<file path="config.mk">
export PLATFORM = sky130hd
export DESIGN_NAME = pair_ctrl
export DESIGN_NICKNAME = d
export VERILOG_FILES = /design/src/design/pair_pkg.sv /design/src/design/pair_ctrl.sv
export SDC_FILE = /design/constraint.sdc
export NUM_CORES = 1
export LEC_CHECK = 0
export ABC_CLOCK_PERIOD_IN_PS = 1700
export BUFFER_PORTS_ARGS = -buffer_cell sky130_fd_sc_hd__buf_2
export CAP_MARGIN = 20
export CORE_MARGIN = 2
export CORE_UTILIZATION = 43
export CTS_BUF_LIST = sky130_fd_sc_hd__clkbuf_4 sky130_fd_sc_hd__clkbuf_8
export CTS_CLUSTER_SIZE = 12
export DETAILED_ROUTE_END_ITERATION = 7
export GPL_TIMING_DRIVEN = 0
export PLACE_DENSITY = 0.79
export SYNTH_ARGS = -nofsm -noshare
export SYNTH_HDL_FRONTEND = slang
export SYNTH_SLANG_ARGS = --single-unit
</file>
<file path="constraint.sdc">
create_clock -name clk -period 1.7 [get_ports clk]
set_input_delay 0.17 -clock clk [delete_from_list [all_inputs] [get_ports clk]]
set_output_delay 0.17 -clock clk [all_outputs]
set_load 0.03 [all_outputs]
</file>
<file path="src/design/pair_pkg.sv">
// ----------------------------------------------------------------------------
// pair_pkg
// Shared types and constants for the packed array insert/remove block.
// ----------------------------------------------------------------------------
package pair_pkg;

    localparam int WORD_W    = 32;
    localparam int POS_W     = 8;
    localparam int CNT_OUT_W = 9;

    // Operation selector carried on the input side.
    typedef enum logic [1:0] {
        OP_APPEND     = 2'd0,
        OP_REMOVE_VAL = 2'd1,
        OP_REMOVE_AT  = 2'd2,
        OP_READ       = 2'd3
    } op_t;

    // Result status.
    typedef enum logic [1:0] {
        ST_DONE = 2'd0,
        ST_MISS = 2'd1,
        ST_FULL = 2'd2
    } status_t;

    typedef enum logic [1:0] {
        IDX_HOLD = 2'd0,
        IDX_ZERO = 2'd1,
        IDX_POS  = 2'd2,
        IDX_INC  = 2'd3
    } idx_op_t;

    typedef enum logic [1:0] {
        RD_POS  = 2'd0,
        RD_ZERO = 2'd1,
        RD_IDX1 = 2'd2,
        RD_IDX2 = 2'd3
    } rd_sel_t;

    typedef enum logic {
        WR_APPEND = 1'b0,
        WR_SHIFT  = 1'b1
    } wr_sel_t;

    // Controller -> datapath
    typedef struct packed {
        logic    load_in;
        logic    set_status;
        status_t status_code;
        idx_op_t idx_op;
        logic    rd_en;
        rd_sel_t rd_sel;
        logic    wr_en;
        wr_sel_t wr_sel;
        logic    append;
        logic    drop;
        logic    grab_rdata;
        logic    load_out;
    } cmd_t;

    // Datapath -> controller
    typedef struct packed {
        op_t  op;
        logic full;
        logic pos_ok;
        logic count_zero;
        logic match;
        logic last1;
        logic last2;
    } stat_t;

endpackage

</file>
<file path="src/design/pair_ctrl.sv">
// ----------------------------------------------------------------------------
// pair_ctrl
// Sequencer: decode, scan, shift-down and result handoff.
// ----------------------------------------------------------------------------
module pair_ctrl (
    input  logic            clk,
    input  logic            rst_n,
    input  logic            in_valid,
    output logic            in_ready,
    output logic            out_valid,
    input  logic            out_ready,
    output pair_pkg::cmd_t  cmd,
    input  pair_pkg::stat_t stat
);

    import pair_pkg::*;

    typedef enum logic [7:0] {
        S_IDLE     = 8'b0000_0001,
        S_DECODE   = 8'b0000_0010,
        S_RDWAIT   = 8'b0000_0100,
        S_SCAN     = 8'b0000_1000,
        S_SHIFT_RD = 8'b0001_0000,
        S_SHIFT    = 8'b0010_0000,
        S_DROP     = 8'b0100_0000,
        S_DONE     = 8'b1000_0000
    } state_t;

    state_t state_reg, state_next;
    logic   out_valid_reg, out_valid_next;

    always_comb
    begin
        state_next = state_reg;
        cmd        = '0;
        unique case (state_reg)
            S_IDLE:
            begin
                if (in_valid)
                begin
                    cmd.load_in = 1'b1;
                    state_next  = S_DECODE;
                end
            end
            S_DECODE:
            begin
                unique case (stat.op)
                    OP_APPEND:
                    begin
                        if (stat.full)
                        begin
                            cmd.set_status  = 1'b1;
                            cmd.status_code = ST_FULL;
                        end
                        else
                        begin
                            cmd.wr_en  = 1'b1;
                            cmd.wr_sel = WR_APPEND;
                            cmd.append = 1'b1;
                        end
                        state_next = S_DONE;
                    end
                    OP_REMOVE_VAL:
                    begin
                        if (stat.count_zero)
                        begin
                            cmd.set_status  = 1'b1;
                            cmd.status_code = ST_MISS;
                            state_next      = S_DONE;
                        end
                        else
                        begin
                            cmd.idx_op = IDX_ZERO;
                            cmd.rd_en  = 1'b1;
                            cmd.rd_sel = RD_ZERO;
                            state_next = S_SCAN;
                        end
                    end
                    OP_REMOVE_AT:
                    begin
                        if (stat.pos_ok)
                        begin
                            cmd.idx_op = IDX_POS;
                            state_next = S_SHIFT_RD;
                        end
                        else
                        begin
                            cmd.set_status  = 1'b1;
                            cmd.status_code = ST_MISS;
                            state_next      = S_DONE;
                        end
                    end
                    OP_READ:
                    begin
                        if (stat.pos_ok)
                        begin
                            cmd.rd_en  = 1'b1;
                            cmd.rd_sel = RD_POS;
                            state_next = S_RDWAIT;
                        end
                        else
                        begin
                            cmd.set_status  = 1'b1;
                            cmd.status_code = ST_MISS;
                            state_next      = S_DONE;
                        end
                    end
                endcase
            end
            S_RDWAIT:
            begin
                cmd.grab_rdata = 1'b1;
                state_next     = S_DONE;
            end
            S_SCAN:
            begin
                // data for idx is here; next address goes out speculatively
                cmd.rd_en  = 1'b1;
                cmd.rd_sel = RD_IDX1;
                if (stat.match)
                begin
                    state_next = S_SHIFT_RD;
                end
                else if (stat.last1)
                begin
                    cmd.set_status  = 1'b1;
                    cmd.status_code = ST_MISS;
                    state_next      = S_DONE;
                end
                else
                begin
                    cmd.idx_op = IDX_INC;
                end
            end
            S_SHIFT_RD:
            begin
                if (stat.last1)
                begin
                    state_next = S_DROP;
                end
                else
                begin
                    cmd.rd_en  = 1'b1;
                    cmd.rd_sel = RD_IDX1;
                    state_next = S_SHIFT;
                end
            end
            S_SHIFT:
            begin
                // mem[idx] <= mem[idx+1], fetch idx+2
                cmd.wr_en  = 1'b1;
                cmd.wr_sel = WR_SHIFT;
                cmd.idx_op = IDX_INC;
                cmd.rd_en  = 1'b1;
                cmd.rd_sel = RD_IDX2;
                if (stat.last2)
                begin
                    state_next = S_DROP;
                end
            end
            S_DROP:
            begin
                cmd.drop   = 1'b1;
                state_next = S_DONE;
            end
            S_DONE:
            begin
                if (!out_valid_reg || out_ready)
                begin
                    cmd.load_out = 1'b1;
                    state_next   = S_IDLE;
                end
            end
            default:
            begin
                state_next = S_IDLE;
            end
        endcase
    end

    always_comb
    begin
        if (cmd.load_out)
        begin
            out_valid_next = 1'b1;
        end
        else if (out_ready)
        begin
            out_valid_next = 1'b0;
        end
        else
        begin
            out_valid_next = out_valid_reg;
        end
    end

    always_ff @(posedge clk or negedge rst_n)
    begin
        if (!rst_n)
        begin
            state_reg     <= S_IDLE;
            out_valid_reg <= 1'b0;
        end
        else
        begin
            state_reg     <= state_next;
            out_valid_reg <= out_valid_next;
        end
    end

    assign in_ready  = (state_reg == S_IDLE);
    assign out_valid = out_valid_reg;

endmodule

</file>
# --- After elaboration in Yosys (flattened, before gate mapping) ---
# Index checks and enable logic that the tools add are counted.
word_totals:
  regBits: 9
  input_bits: 12
op_classes:
  n_eq_ne: 15
  n_mux: 39
  reduce_logical: 7
op_table:
  columns: ["op", "count"]
  rows:
  - ["two-way mux 8 bit", 8]
  - ["case mux 8 bit (7 select lines)", 1]
  - ["case mux 8 bit (4 select lines)", 1]
  - ["two-way mux 3 bit", 8]
  - ["case mux 3 bit (2 select lines)", 2]
  - ["case mux 3 bit (4 select lines)", 1]
  - ["two-way mux 1 bit", 9]
  - ["case mux 3 bit (3 select lines)", 1]
  - ["== test 8 x 1 -> 1 bit, second input constant", 1]
  - ["== test 8 x 2 -> 1 bit, second input constant", 1]
  - ["== test 8 x 3 -> 1 bit, second input constant", 1]
  - ["== test 8 x 4 -> 1 bit, second input constant", 1]
  - ["== test 8 x 5 -> 1 bit, second input constant", 1]
  - ["== test 8 x 6 -> 1 bit, second input constant", 1]
  - ["== test 8 x 7 -> 1 bit, second input constant", 1]
  - ["== test 8 bit, second input constant", 1]
  - ["case mux 2 bit (2 select lines)", 2]
  - ["two-way mux 7 bit", 1]
  - ["!= test 2 bit, second input constant", 3]
  - ["case mux 2 bit (3 select lines)", 1]
  - ["two-way mux 5 bit", 1]
  - ["== test 2 bit, second input constant", 2]
  - ["two-way mux 2 bit", 2]
  - ["two-way mux 4 bit", 1]
  - ["other kinds (8)", 9]

# --- Longest topological paths before layout ---
depth:
  word_depth: 5
  ltp_mapped: 6
  ltp_nobuf: 6

# --- Least setup slack after synthesis ---
# OpenSTA, ideal clock, no wires.
synth_timing:
  path_kind: "register to output"
  startpoint: "register state_reg[1]"
  endpoint: "output port cmd[2] in the netlist's numbering"
  t_arrival_ps: 1859
  t_required_ps: 1530
  setup_slack_ps: -329
  stages_incl_launch_ff: 4
  path_cell_list: "dfrtp_1 nor3_2 nand2_1 nor4b_1"
synth_rtl:
  columns: ["item", "line_no", "text"]
  rows:
  - ["from (decl)", "pair_ctrl.sv:29", "state_t state_reg, state_next;"]
  - ["from (signal assigned)", "pair_ctrl.sv:206", "state_reg <= state_next;"]
  - ["to (decl)", "pair_ctrl.sv:12", "output pair_pkg::cmd_t cmd,"]

==> results.tsv <==
stage	metric	value	unit
clocking	CTS buffer count	3	
timing	final setup TNS	-3.576	ns
timing	RSZ-0062 raised after global routing	yes	
timing	Worst Slack Setup Final	-0.3738	ns
route	initial DRC count	31	
floorplanning	DIE AREA	2255	sq um
setup_path	Top delay family on crit path	simple AND/OR/NAND/NOR gates	
global_route	global-route wire length before repair	4126	microns
route	# DRC	0	
floorplanning	Core Rows	15	
place	post-placement cell count	150	
place	hpwl dp	1539	microns
timing	Max Fclk	482.2	MHz
setup_path	crit-path cells	nor3_2 -> nand2_1 -> nor3_2 -> a22o_1 -> buf_2	
global_route	GRT overflow	0	
setup_path	Setup CP Type	flop to output port	
setup_path	crit end category	output port	
place	pre-CTS setup slack	-0.1012	ns
setup_path	data arrival time of the critical path	1.90	ns
setup_path	Bufs and invs on worst path	1	
layout	filler cell count	112	
clocking	clock slew at reported path FFs	0.07	ns
global_route	GRT Util Overall	26.36	%
setup_path	start point of the critical path	state_reg[1]	
logic_synthesis	Netlist cell types	38	
layout	area growth from synthesis to final layout	68.77	%
timing	period utilization	122.0	%
timing	Rel. slew slack	73.25	%
setup_path	crit-path max FO	5	
logic_synthesis	Synth area leaders	dfrtp_1, ha_1, nor2b_1	
route	post-DR vias/cell	5.983	
timing	# setup viols final	17	
route	Detailed Routing Iterations Pass 1	4	
place	PortBufs	28	
layout	n_diodes	0	
floorplanning	Die W	47.49	microns
logic_synthesis	area leader, netlist	dfrtp_1	
logic_synthesis	share of the synthesized area in the top cell type	24.62	%
floorplanning	total I/O pin count	29	
logic_synthesis	Gate Count Post-Synth	97	
logic_synthesis	syn_area_per_cell	8.384	sq um
logic_synthesis	Synth Cell Area	813.3	sq um
logic_synthesis	sequential area share after synthesis	27.85	%
timing	fin crit period	2.074	ns
clocking	Clock Latency Late Sink	0.27	ns
setup_path	CP peak stage delay	0.45	ns
setup_path	RR Startpoint	state_reg[2]	
clocking	clk root buf	clkbuf_4	
timing	worst clock skew	0.001332	ns
route	Avg WL per Cell	17.12	microns
route	Total Wirelength	2962	microns
logic_synthesis	Post-Syn Nets	115	
worst_hold_path	Hold/Removal Path Class	primary input to flop	
layout	count of non-filler cells in the finished layout	173	
global_route	largest net degree at the start of global routing	10	
setup_path	CP max-delay cell	dfrtp_2	
timing	final-report max-slew violation count	0	
timing	Final Hold Fails	0	
worst_hold_path	min-delay src	in_valid	
logic_synthesis	flop and latch count out of synthesis	9	
status	failing checks	negative setup slack	
layout	ratio of cells with drive above 1 in the final layout	57.43	%
pwr	PD cells	882.3	nW/um^2
place	RePlAce Congestion	0.8528	
job	Max Cap Violations	0	
global_route	vias in the first global route	903	
logic_synthesis	Synth warnings	0	
status	status	complete, but fails checks	
floorplanning	Core Box Area	1745	sq um
clocking	Max Root-Sink Buffers	2	
setup_path	required time worst endpoint	1.53	ns
layout	Storage cell area	231.5	sq um
floorplanning	initial core utilization	46.59	%
route	number of routed nets with antenna violations	0	
layout	commonest non-fill, non-tap cell in the layout	buf_4	
global_route	antenna violations before repair	0	
floorplanning	DIE HEIGHT	47.49	microns
layout	most frequent cells in the layout	buf_4, buf_2, buf_6	
setup_path	CP dominant cell by count	nor3_2	
layout	area of the multi-input gates	663.1	sq um
setup_path	Critical Path Source Type	flop	
clocking	CTS Sinks	9	
route	routed vias	1035	
clocking	htree depth	1	
pwr	peak ir drop on the vdd network	0.7910	mV
pwr	leakage power	0.6878	nW
clocking	TritonCTS clock tree	done	
layout	max reg flops	8	
timing	Worst-Margin Slew	0.3981	ns
layout	nets@finish	167	
[metrics by stage]
stage | total power, mW | utilization, % | cell area [sq um] | hold slack (ns)
after floorplan | 0.6380 | - | 862.1 | -0.1256
after global placement | 0.7453 | 59.21 | 1033 | 0.03673
after detailed placement | 0.7548 | 59.21 | 1033 | 0.03867
after CTS | 1.092 | 75.48 | 1318 | 0.07471
after global routing | 1.264 | 78.64 | 1373 | 0.06959
final | 1.211 | 78.64 | 1373 | 0.07741
[synth_stat cells (all sizes together)]
cell / instances
nand4: 3
a21oi: 4
xnor2: 2
o22ai: 2
and3: 3
nor2: 6
dfstp: 1
nor3: 5
and2: 2
nand2b: 2
o2bb2ai: 2
or3b: 1
o211ai: 1
a22oi: 1
o221ai: 1
dfrtp: 8
or3: 1
buf: 4
o21ai: 6
nand3: 6
and4b: 1
o32a: 1
o21bai: 1
or2: 1
ha: 6
nand2: 8
o32ai: 1
nor3b: 2
a22o: 1
nor2b: 5
a2bb2oi: 2
inv: 5
nor4b: 2
[where the power goes]
group | switching (mW) | internal [mW]
clock | 0.0891 | 0.107
combinational | 0.379 | 0.329
sequential | 0.0505 | 0.256
[layout make-up]
| class | instances | area share, % |
|---|---|---|
| plain buffers | 2 | 1.367 |
| clock buffers | 4 | 2.188 |
| inverters | 5 | 1.367 |
| multi-input cells | 79 | 48.31 |
| flip-flops and latches | 9 | 16.86 |
| well taps | 25 | 2.279 |
| repair buffers | 49 | 27.62 |
[cell families after synthesis]
family          count (synthesis)  synth area share [%]
compound gates                 23                 20.00
simple gates                   48                 35.39
fa+ha+maj                       6                 9.231
xor+xnor                        2                 2.154
flops                           9                 27.85
buf+inv                         9                 5.384
[routing by layer]
layer,track usage (%),routed length (microns),vias up
li1,-,-,462
met2,45.68,1526,55
met3,3.774,200,15
met4,11.11,99,0
met5,0,0,-
met1,32.41,1136,503
[final timing paths]
check | to | slack (ns) | depth (start not counted)
min reg2reg | out_valid | 0.57 | 2
max reg2reg | state_reg[7] | -0.11 | 6
max | cmd[11] | -0.37 | 5
min in group asynchronous | state_reg[5] | 0.28 | 2
max in group asynchronous | state_reg[0] | 1.17 | 2
min | state_reg[0] | 0.08 | 2
[repair_timing]
action / 4_1_cts / 5_1_grt
gates resized for setup: 42 / 8
setup buffers: 15 / 6
hold buffers: 1 / 0
hold endpoints to repair: 9 / 0
endpoints found under the setup margin: 16 / 19
pin swaps: 10 / 6
Note: power is estimated with default switching activity, not from simulation.
